===== src/rtl/pss_pkg.sv =====
// Package for the preemptive priority scheduler: table entry type,
// sequencer states, request kinds and result status codes.
// No dependencies.
package pss_pkg;

	localparam int ARR_W  = 16;
	localparam int BUR_W  = 16;
	localparam int PRIO_W = 8;
	localparam int TIME_W = 32;
	localparam int PNUM_W = 5;
	localparam int STAT_W = 2;

	// one above every priority: nothing selected yet
	localparam logic [PRIO_W:0] PRIO_NONE = {1'b1, {PRIO_W{1'b0}}};

	localparam logic KIND_ADD  = 1'b0;
	localparam logic KIND_TICK = 1'b1;

	localparam logic [STAT_W-1:0] ST_ADDED = 2'd0;
	localparam logic [STAT_W-1:0] ST_FULL  = 2'd1;
	localparam logic [STAT_W-1:0] ST_RAN   = 2'd2;
	localparam logic [STAT_W-1:0] ST_IDLE  = 2'd3;

	typedef struct packed {
		logic [ARR_W-1:0]  arrival;
		logic [BUR_W-1:0]  burst;
		logic [BUR_W-1:0]  remaining;
		logic [PRIO_W-1:0] prio;
	} entry_t;

	typedef enum logic [2:0] {
		S_IDLE,
		S_CUR,
		S_SCAN,
		S_WB,
		S_FIN1,
		S_FIN2,
		S_OUT
	} state_t;

endpackage


===== src/rtl/preemptive_priority_scheduler_unit.sv =====
// Preemptive priority scheduler (pss_pkg, pss_table): a sequencer drives one shared comparator
// that walks the process table one entry per cycle through a single registered read port.
// After accept, an add goes straight to S_OUT; a tick reads the running entry (S_CUR) if one
// runs, scans the table (S_SCAN), writes back any pick (S_WB), adds S_FIN1 and S_FIN2 when it
// finishes; then S_OUT. One request at a time, the next taken in S_IDLE after the result registers.
// arst_n clears fill count, time counter, running state and output valid; table is not cleared.
module preemptive_priority_scheduler_unit #(
	parameter int MAX_PROCESSES = 16
) (
	input  logic         clk,
	input  logic         arst_n,
	input  logic         s_axis_tvalid,
	output logic         s_axis_tready,
	input  logic [39:0]  s_axis_tdata,   // arrival_tick[15:0], burst_length[31:16], priority_level[39:32]
	input  logic         s_axis_tuser,   // kind
	output logic         m_axis_tvalid,
	input  logic         m_axis_tready,
	output logic [103:0] m_axis_tdata,   // process_number[4:0], finish_tick[36:5],
	                                     // turnaround_time[68:37], wait_ticks[100:69], zero pad
	output logic [2:0]   m_axis_tuser    // status[1:0], finished[2]
);

	localparam int IDX_W  = (MAX_PROCESSES > 1) ? $clog2(MAX_PROCESSES) : 1;
	localparam int CNT_W  = $clog2(MAX_PROCESSES + 1);
	localparam int PNUM_W = pss_pkg::PNUM_W;
	localparam int TIME_W = pss_pkg::TIME_W;

	pss_pkg::state_t state_q, state_d;

	logic [CNT_W-1:0]  count_q;
	logic [TIME_W-1:0] time_q;
	logic [IDX_W-1:0]  cur_q;
	logic              cur_valid_q;
	logic [CNT_W-1:0]  scan_q;
	logic              cmp_vld_s1;
	logic [IDX_W-1:0]  cmp_idx_s1;
	logic              have_q;

	logic [pss_pkg::PRIO_W:0]  bound_q;
	logic [IDX_W-1:0]          best_q;
	logic [pss_pkg::ARR_W-1:0] best_arr_q;
	logic [pss_pkg::BUR_W-1:0] best_bur_q;
	logic [pss_pkg::BUR_W-1:0] best_rem_q;

	logic [pss_pkg::STAT_W-1:0] res_status_q;
	logic [PNUM_W-1:0]          res_num_q;
	logic                       res_fin_q;
	logic [TIME_W-1:0]          res_ct_q;
	logic [TIME_W-1:0]          res_tat_q;
	logic [TIME_W-1:0]          res_wt_q;
	logic                       m_tvalid_q;

	logic              accept;
	logic              is_add;
	logic              full;
	logic              issue;
	logic              scan_done;
	logic              elig;
	logic              out_free;
	logic              mem_we;
	logic [IDX_W-1:0]  mem_waddr;
	logic [IDX_W-1:0]  mem_raddr;
	pss_pkg::entry_t   mem_wdata;
	pss_pkg::entry_t   rd_data;
	logic [CNT_W-1:0]  count_inc;
	logic [IDX_W:0]    best_num;

	pss_table #(
		.DEPTH(MAX_PROCESSES)
	) u_table (
		.clk   (clk),
		.we    (mem_we),
		.waddr (mem_waddr),
		.wdata (mem_wdata),
		.raddr (mem_raddr),
		.rdata (rd_data)
	);

	assign s_axis_tready = (state_q == pss_pkg::S_IDLE);
	assign accept        = s_axis_tvalid && s_axis_tready;
	assign is_add        = (s_axis_tuser == pss_pkg::KIND_ADD);
	assign full          = (count_q == CNT_W'(MAX_PROCESSES));
	assign issue         = (state_q == pss_pkg::S_SCAN) && (scan_q != count_q);
	assign scan_done     = (scan_q == count_q) && !cmp_vld_s1;
	assign out_free      = !m_tvalid_q || m_axis_tready;
	assign count_inc     = count_q + CNT_W'(1);
	assign best_num      = {1'b0, best_q} + (IDX_W+1)'(1);

	// shared comparator: arrived, work left, strictly more urgent than the bound
	assign elig = cmp_vld_s1 &&
		({{(TIME_W-pss_pkg::ARR_W){1'b0}}, rd_data.arrival} <= time_q) &&
		(rd_data.remaining != '0) &&
		({1'b0, rd_data.prio} < bound_q);

	always_comb begin
		mem_raddr = (state_q == pss_pkg::S_IDLE) ? cur_q : scan_q[IDX_W-1:0];
		mem_we    = 1'b0;
		mem_waddr = best_q;
		mem_wdata = '{arrival: best_arr_q, burst: best_bur_q,
		              remaining: best_rem_q - pss_pkg::BUR_W'(1),
		              prio: bound_q[pss_pkg::PRIO_W-1:0]};
		if (state_q == pss_pkg::S_IDLE) begin
			mem_we    = accept && is_add && !full;
			mem_waddr = count_q[IDX_W-1:0];
			mem_wdata = '{arrival: s_axis_tdata[15:0], burst: s_axis_tdata[31:16],
			              remaining: s_axis_tdata[31:16], prio: s_axis_tdata[39:32]};
		end else if (state_q == pss_pkg::S_WB) begin
			mem_we = 1'b1;
		end
	end

	always_comb begin
		state_d = state_q;
		unique case (state_q)
			pss_pkg::S_IDLE: begin
				if (accept) begin
					if (is_add)
						state_d = pss_pkg::S_OUT;
					else if (cur_valid_q)
						state_d = pss_pkg::S_CUR;
					else
						state_d = pss_pkg::S_SCAN;
				end
			end
			pss_pkg::S_CUR: state_d = pss_pkg::S_SCAN;
			pss_pkg::S_SCAN: begin
				if (scan_done)
					state_d = have_q ? pss_pkg::S_WB : pss_pkg::S_OUT;
			end
			pss_pkg::S_WB: begin
				state_d = (best_rem_q == pss_pkg::BUR_W'(1)) ? pss_pkg::S_FIN1 : pss_pkg::S_OUT;
			end
			pss_pkg::S_FIN1: state_d = pss_pkg::S_FIN2;
			pss_pkg::S_FIN2: state_d = pss_pkg::S_OUT;
			pss_pkg::S_OUT: begin
				if (out_free)
					state_d = pss_pkg::S_IDLE;
			end
			default: state_d = pss_pkg::S_IDLE;
		endcase
	end

	always_ff @(posedge clk or negedge arst_n) begin
		if (!arst_n) begin
			state_q     <= pss_pkg::S_IDLE;
			count_q     <= '0;
			time_q      <= '0;
			cur_q       <= '0;
			cur_valid_q <= 1'b0;
			scan_q      <= '0;
			cmp_vld_s1  <= 1'b0;
			have_q      <= 1'b0;
			m_tvalid_q  <= 1'b0;
		end else begin
			state_q <= state_d;
			if (state_q == pss_pkg::S_OUT && out_free)
				m_tvalid_q <= 1'b1;
			else if (m_tvalid_q && m_axis_tready)
				m_tvalid_q <= 1'b0;
			unique case (state_q)
				pss_pkg::S_IDLE: begin
					if (accept) begin
						if (is_add && !full)
							count_q <= count_inc;
						cmp_vld_s1 <= 1'b0;
						have_q     <= 1'b0;
						scan_q     <= '0;
					end
				end
				pss_pkg::S_CUR: have_q <= 1'b1;
				pss_pkg::S_SCAN: begin
					cmp_vld_s1 <= issue;
					if (issue)
						scan_q <= scan_q + CNT_W'(1);
					if (elig)
						have_q <= 1'b1;
					if (scan_done && !have_q) begin
						time_q      <= time_q + TIME_W'(1);
						cur_valid_q <= 1'b0;
					end
				end
				pss_pkg::S_WB: begin
					time_q      <= time_q + TIME_W'(1);
					cur_q       <= best_q;
					cur_valid_q <= (best_rem_q != pss_pkg::BUR_W'(1));
				end
				default: ;
			endcase
		end
	end

	always_ff @(posedge clk) begin
		unique case (state_q)
			pss_pkg::S_IDLE: begin
				if (accept) begin
					bound_q   <= pss_pkg::PRIO_NONE;
					res_fin_q <= 1'b0;
					res_ct_q  <= '0;
					res_tat_q <= '0;
					res_wt_q  <= '0;
					res_num_q <= (is_add && !full) ? PNUM_W'(count_inc) : '0;
					if (is_add)
						res_status_q <= full ? pss_pkg::ST_FULL : pss_pkg::ST_ADDED;
				end
			end
			pss_pkg::S_CUR: begin
				bound_q    <= {1'b0, rd_data.prio};
				best_q     <= cur_q;
				best_arr_q <= rd_data.arrival;
				best_bur_q <= rd_data.burst;
				best_rem_q <= rd_data.remaining;
			end
			pss_pkg::S_SCAN: begin
				cmp_idx_s1 <= scan_q[IDX_W-1:0];
				if (elig) begin
					bound_q    <= {1'b0, rd_data.prio};
					best_q     <= cmp_idx_s1;
					best_arr_q <= rd_data.arrival;
					best_bur_q <= rd_data.burst;
					best_rem_q <= rd_data.remaining;
				end
				if (scan_done && !have_q)
					res_status_q <= pss_pkg::ST_IDLE;
			end
			pss_pkg::S_WB: begin
				res_status_q <= pss_pkg::ST_RAN;
				res_num_q    <= PNUM_W'(best_num);
				if (best_rem_q == pss_pkg::BUR_W'(1)) begin
					res_fin_q <= 1'b1;
					res_ct_q  <= time_q + TIME_W'(1);
				end
			end
			// time_q already holds the completion time here
			pss_pkg::S_FIN1: begin
				res_tat_q <= time_q - {{(TIME_W-pss_pkg::ARR_W){1'b0}}, best_arr_q};
			end
			pss_pkg::S_FIN2: begin
				res_wt_q <= res_tat_q - {{(TIME_W-pss_pkg::BUR_W){1'b0}}, best_bur_q};
			end
			pss_pkg::S_OUT: begin
				if (out_free) begin
					m_axis_tdata <= {3'b000, res_wt_q, res_tat_q, res_ct_q, res_num_q};
					m_axis_tuser <= {res_fin_q, res_status_q};
				end
			end
			default: ;
		endcase
	end

	assign m_axis_tvalid = m_tvalid_q;

`ifndef ASSERT_OFF
	a_count_bound: assert property (@(posedge clk) disable iff (!arst_n)
		count_q <= CNT_W'(MAX_PROCESSES))
		else $error("process count above table depth");

	a_cur_in_table: assert property (@(posedge clk) disable iff (!arst_n)
		cur_valid_q |-> ({1'b0, cur_q} < (IDX_W+1)'(count_q)))
		else $error("running process outside filled table");

	a_scan_bound: assert property (@(posedge clk) disable iff (!arst_n)
		(state_q == pss_pkg::S_SCAN) |-> (scan_q <= count_q))
		else $error("scan index past fill count");

	a_fin_ran: assert property (@(posedge clk) disable iff (!arst_n)
		(m_tvalid_q && m_axis_tuser[2]) |-> (m_axis_tuser[1:0] == pss_pkg::ST_RAN))
		else $error("finish flagged on a result where no process ran");

	a_wb_has_work: assert property (@(posedge clk) disable iff (!arst_n)
		(state_q == pss_pkg::S_WB) |-> (best_rem_q != '0))
		else $error("selected process has no work left");
`endif

endmodule


===== src/rtl/pss_table.sv =====
// Process table memory: one write port, one read port with registered data.
// Depends on pss_pkg (entry_t).
module pss_table #(
	parameter int DEPTH = 16
) (
	input  logic                       clk,
	input  logic                       we,
	input  logic [$clog2(DEPTH)-1:0]   waddr,
	input  pss_pkg::entry_t            wdata,
	input  logic [$clog2(DEPTH)-1:0]   raddr,
	output pss_pkg::entry_t            rdata
);

	pss_pkg::entry_t mem_q [DEPTH];

	always_ff @(posedge clk) begin
		if (we) begin
			mem_q[waddr] <= wdata;
		end
		rdata <= mem_q[raddr];
	end

endmodule


===== config.mk =====
export PLATFORM = sky130hd
export DESIGN_NAME = preemptive_priority_scheduler_unit
export DESIGN_NICKNAME = d
export VERILOG_FILES = /design/src/rtl/pss_pkg.sv /design/src/rtl/preemptive_priority_scheduler_unit.sv /design/src/rtl/pss_table.sv
export SDC_FILE = /design/constraint.sdc
export NUM_CORES = 2
export LEC_CHECK = 0
export BUFFER_PORTS_ARGS = -buffer_cell sky130_fd_sc_hd__buf_4
export CAP_MARGIN = 20
export CORE_ASPECT_RATIO = 0.9
export CORE_MARGIN = 2
export CORE_UTILIZATION = 35
export DETAILED_ROUTE_END_ITERATION = 10
export PLACE_DENSITY = 0.52
export RECOVER_POWER = 25
export SLEW_MARGIN = 20
export SYNTH_ARGS = -nofsm -noshare
export SYNTH_HDL_FRONTEND = slang
export SYNTH_SLANG_ARGS = --single-unit

===== constraint.sdc =====
create_clock -name clk -period 7.8 [get_ports clk]
set_input_delay 1.56 -clock clk [delete_from_list [all_inputs] [get_ports clk]]
set_output_delay 1.56 -clock clk [all_outputs]
set_load 0.005 [all_outputs]

==> results.yml <==
synth:
  synth_seq_area_share_pct: 74.7
  synth_top_family_by_area: "multiplexers"
  synthAdderAreaFrac_pct: 1.62
  netlist_top_cells_area: "edfxtp_1 70%, mux4_2 10%, dfrtp_1 2.6%"
  synth_xor_area_share_pct: 2.23
  async_flop_share_pct: 4.15
  synth_flop_cell: "edfxtp_1"
  synth_area_um2: 50300
  synth_top_area_share_pct: 69.8
  synth_edf_count: 1169
  yosys.area_share.simple_pct: 5.18
  synth_warnings: 0
  synth_mux_area_share_pct: 10.3
  synth_area_leader_cell: "edfxtp_1"
  avgSynthCellArea_um2: 17.8
  syn_inst: 2818
  synth_compound_area_share_pct: 4.40
  yosysUniqueCellTypes: 69
  ys_ff_latch: 1278
setup_path:
  critPathMaxFanout: 52
  cp_data_required_time_ps: 8400
  slowest_stage: "buf_4"
  worstPathArrival_ps: 5430
  crit_type: "flip-flop to flip-flop"
  end_kind: "flip-flop"
  cp_cell_sequence: "or3_1, inv_4, buf_4, mux2i_4, buf_4, buf_4, mux4_2, a22oi_1, nand2_1"
  cp_common_cell: "buf_4"
  critical_path.max_stage_delay_ps: 690
  critPathLaunchType: "flip-flop"
drt:
  route.detailed.drc: 0
  antenna_left: 0
  vias: 26500
  routed_via_density: 5.25
  drt_pass1_iterations: 5
  drt_iter0_markers: 2875
  routed_wirelength_mm: 127
  wl_per_cell_um: 25.3
cts:
  cts.sinks: 1278
  cts_htree_levels: 4
  clock_latency_ps: 740
  post_cts_buffers: 0
  cts_tree: "yes"
  clk_path_buf_depth: 3
  clk_pin_slew_worst_paths_ps: 60
  root_buffer: "clkbuf_16"
  ctsHoldBuffers: 0
  cts_resized: 0
  cts_inserted_buffers: 138
timing:
  drv_slew: 163
  fin_crit_sh_pct: 61.8
  relSlewSlack_pct: -120
  period_minus_slack_ps: 4820
  fin_skew_ps: 29.5
  rsz0062_at_grt: "false"
  hold_violations: 0
  finalSetupTns_ps: 0
  worstMarginPinSlew_ps: 3300
  fin_ws_ps: 2980
  fmax_ghz: 0.207
  finalSetupViolations: 0
placement:
  place_ws_ps: 2880
  gp_congestion: 0.855
  dpl.hpwl_mm: 83.1
  portBuffers: 150
cells_and_area:
  drive_gt1_share_pct: 21.2
  nets: 3172
  syn_to_final_growth_pct: 16.7
global_route:
  grtUsageTotal_pct: 17.2
  antenna_found_initial: 3
  first_global_vias: 26400
  overflow: 0
  grt_max_degree: 96
  grt_pass1_wl_mm: 184
floorplan:
  dieArea_um2: 147000
  die-height_um: 364
  rows: 131
  coreArea_um2: 142000
  ios: 154
  initial_utilization_pct: 35.4
  die_x_um: 404
power_and_ir_drop:
  pwr-share-comb_pct: 29.9
  p_sw_mw: 7.69
  p_sw_share_pct: 32.7
  power.density_cell_area_nw_per_um2: 400
  p_int_mw: 15.8
  pwr-share-clk_pct: 28.1
  pwr-share-seq_pct: 42.1
  p_leak_nw: 19.6
  irDropWorstVdd_mv: 0.355
outcome:
  violations: "max-capacitance violations, max-slew violations"
  status: "finished with violations"
min_path:
  min_path_type: "flip-flop to flip-flop"
run:
  max_cap_viol_count: 5
==> cell usage in the layout, fill, tap and decap left out, types with 14 or more instances in the layout <==
cell type  instances
clkbuf_8          16
clkinv_2          19
a22oi_1          113
nand3_1           30
nor4_1            14
dfxtp_1           56
xnor2_1           92
mux4_2           224
clkbuf_4          65
ha_1              62
and3_1            19
nor2b_1           15
edfxtp_1        1169
clkbuf_16        140
nor2_4            20
clkinv_1          19
or3_1             24
nand4_1           16
buf_4            121
a21oi_1           47
o21ai_0           73
clkbuf_1          68
nor2_1           132
nand2b_1          16
dfrtp_1           53
nand2_1          214
xor2_1            36
nor3_1            32
inv_1             69
==> per-layer routing <==
layer	track usage, %	vias up	part of all wire, %
li1	-	11600	-
met1	26.3	13800	47
met2	24.2	966	43
met3	4.04	178	7.9
met4	5.32	0	2.6
met5	0	-	0
==> power by group through the flow <==
stage,sequential (mW),combinational (mW),clock [mW]
after floorplan,9.74,4.47,0
after global placement,10.0,7.00,0
after detailed placement,10.0,7.16,0
after CTS,9.87,7.18,6.74
after global routing,9.96,7.64,7.01
final,9.88,7.02,6.59
==> worst paths after layout <==
kind                              start           endpoint  slack, ps  depth (start not counted)
max                          state_q[2]  u_table.rdata[18]       2980                          9
min                        res_wt_q[31]  m_axis_tdata[100]        410                          0
max reg2reg                  state_q[2]  u_table.rdata[18]       2980                          9
max in group asynchronous        arst_n          time_q[9]       4010                          1
min in group asynchronous        arst_n         time_q[30]       1930                          1
min reg2reg                res_wt_q[31]  m_axis_tdata[100]        410                          0
==> synth_stat cells (16+ instances only) <==
master / count
ha_1: 62
buf_2: 31
mux4_2: 224
inv_1: 69
nand4_1: 16
nand2b_1: 16
o21ai_0: 95
a21oi_1: 47
dfrtp_1: 53
or3_1: 24
a22oi_1: 113
clkbuf_1: 94
dfxtp_1: 56
nor3_1: 32
and3_1: 19
nand3_1: 30
nand2_1: 214
nor2_1: 152
edfxtp_1: 1169
xor2_1: 36
xnor2_1: 92
==> registers in the layout, summed over array words and instances (netlist names), 5 cells and up <==
name,cells
u_table.mem_q,896
m_axis_tdata,101
u_table.rdata,56
res_ct_q,32
res_tat_q,32
res_wt_q,32
time_q,32
best_arr_q,16
best_bur_q,16
best_rem_q,16
bound_q,9
count_q,5
res_num_q,5
scan_q,5
==> stage by stage <==
stage,cells,utilization (%),power [mW],instance area [um2],hold slack (ps)
3_5_place_dp,4783,38.0,17.2,54100,391
6_report,5045,41.2,23.5,58700,407
4_1_cts,5037,41.3,23.8,58800,402
2_1_floorplan,2820,-,14.2,50300,386
5_1_grt,5040,41.2,24.6,58700,417
3_3_place_gp,4782,38.0,17.0,54100,396
==> critical path, delay by kind of cell, from the launching register on <==
| kind | cells | cell delay, ps |
|---|---|---|
| buffers and inverters | 4 | 2040 |
| multiplexers | 2 | 750 |
| flip-flops | 1 | 580 |
| AO/OA/AOI/OAI | 1 | 480 |
| AND/OR/NAND/NOR | 2 | 770 |
==> cell families after synthesis <==
group	after synthesis
AO/OA/AOI/OAI	340
multiplexers	236
AND/OR/NAND/NOR	568
flip-flops	1278
XOR/XNOR	128
adder cells (fa/ha/maj)	64
buffers and inverters	203
other	1
==> layout make-up <==
type / instances / area (um2)
diodes: 6 / 15.0
clock buffers: 182 / 3820
clock inverters: 72 / 825
fillers: 12700 / 83600
inverters: 71 / 269
multi-input cells: 1339 / 12200
flip-flops and latches: 1278 / 37600
well taps: 1862 / 2330
repair buffers: 235 / 1690
No activity file was read; power rests on OpenSTA's default activity.
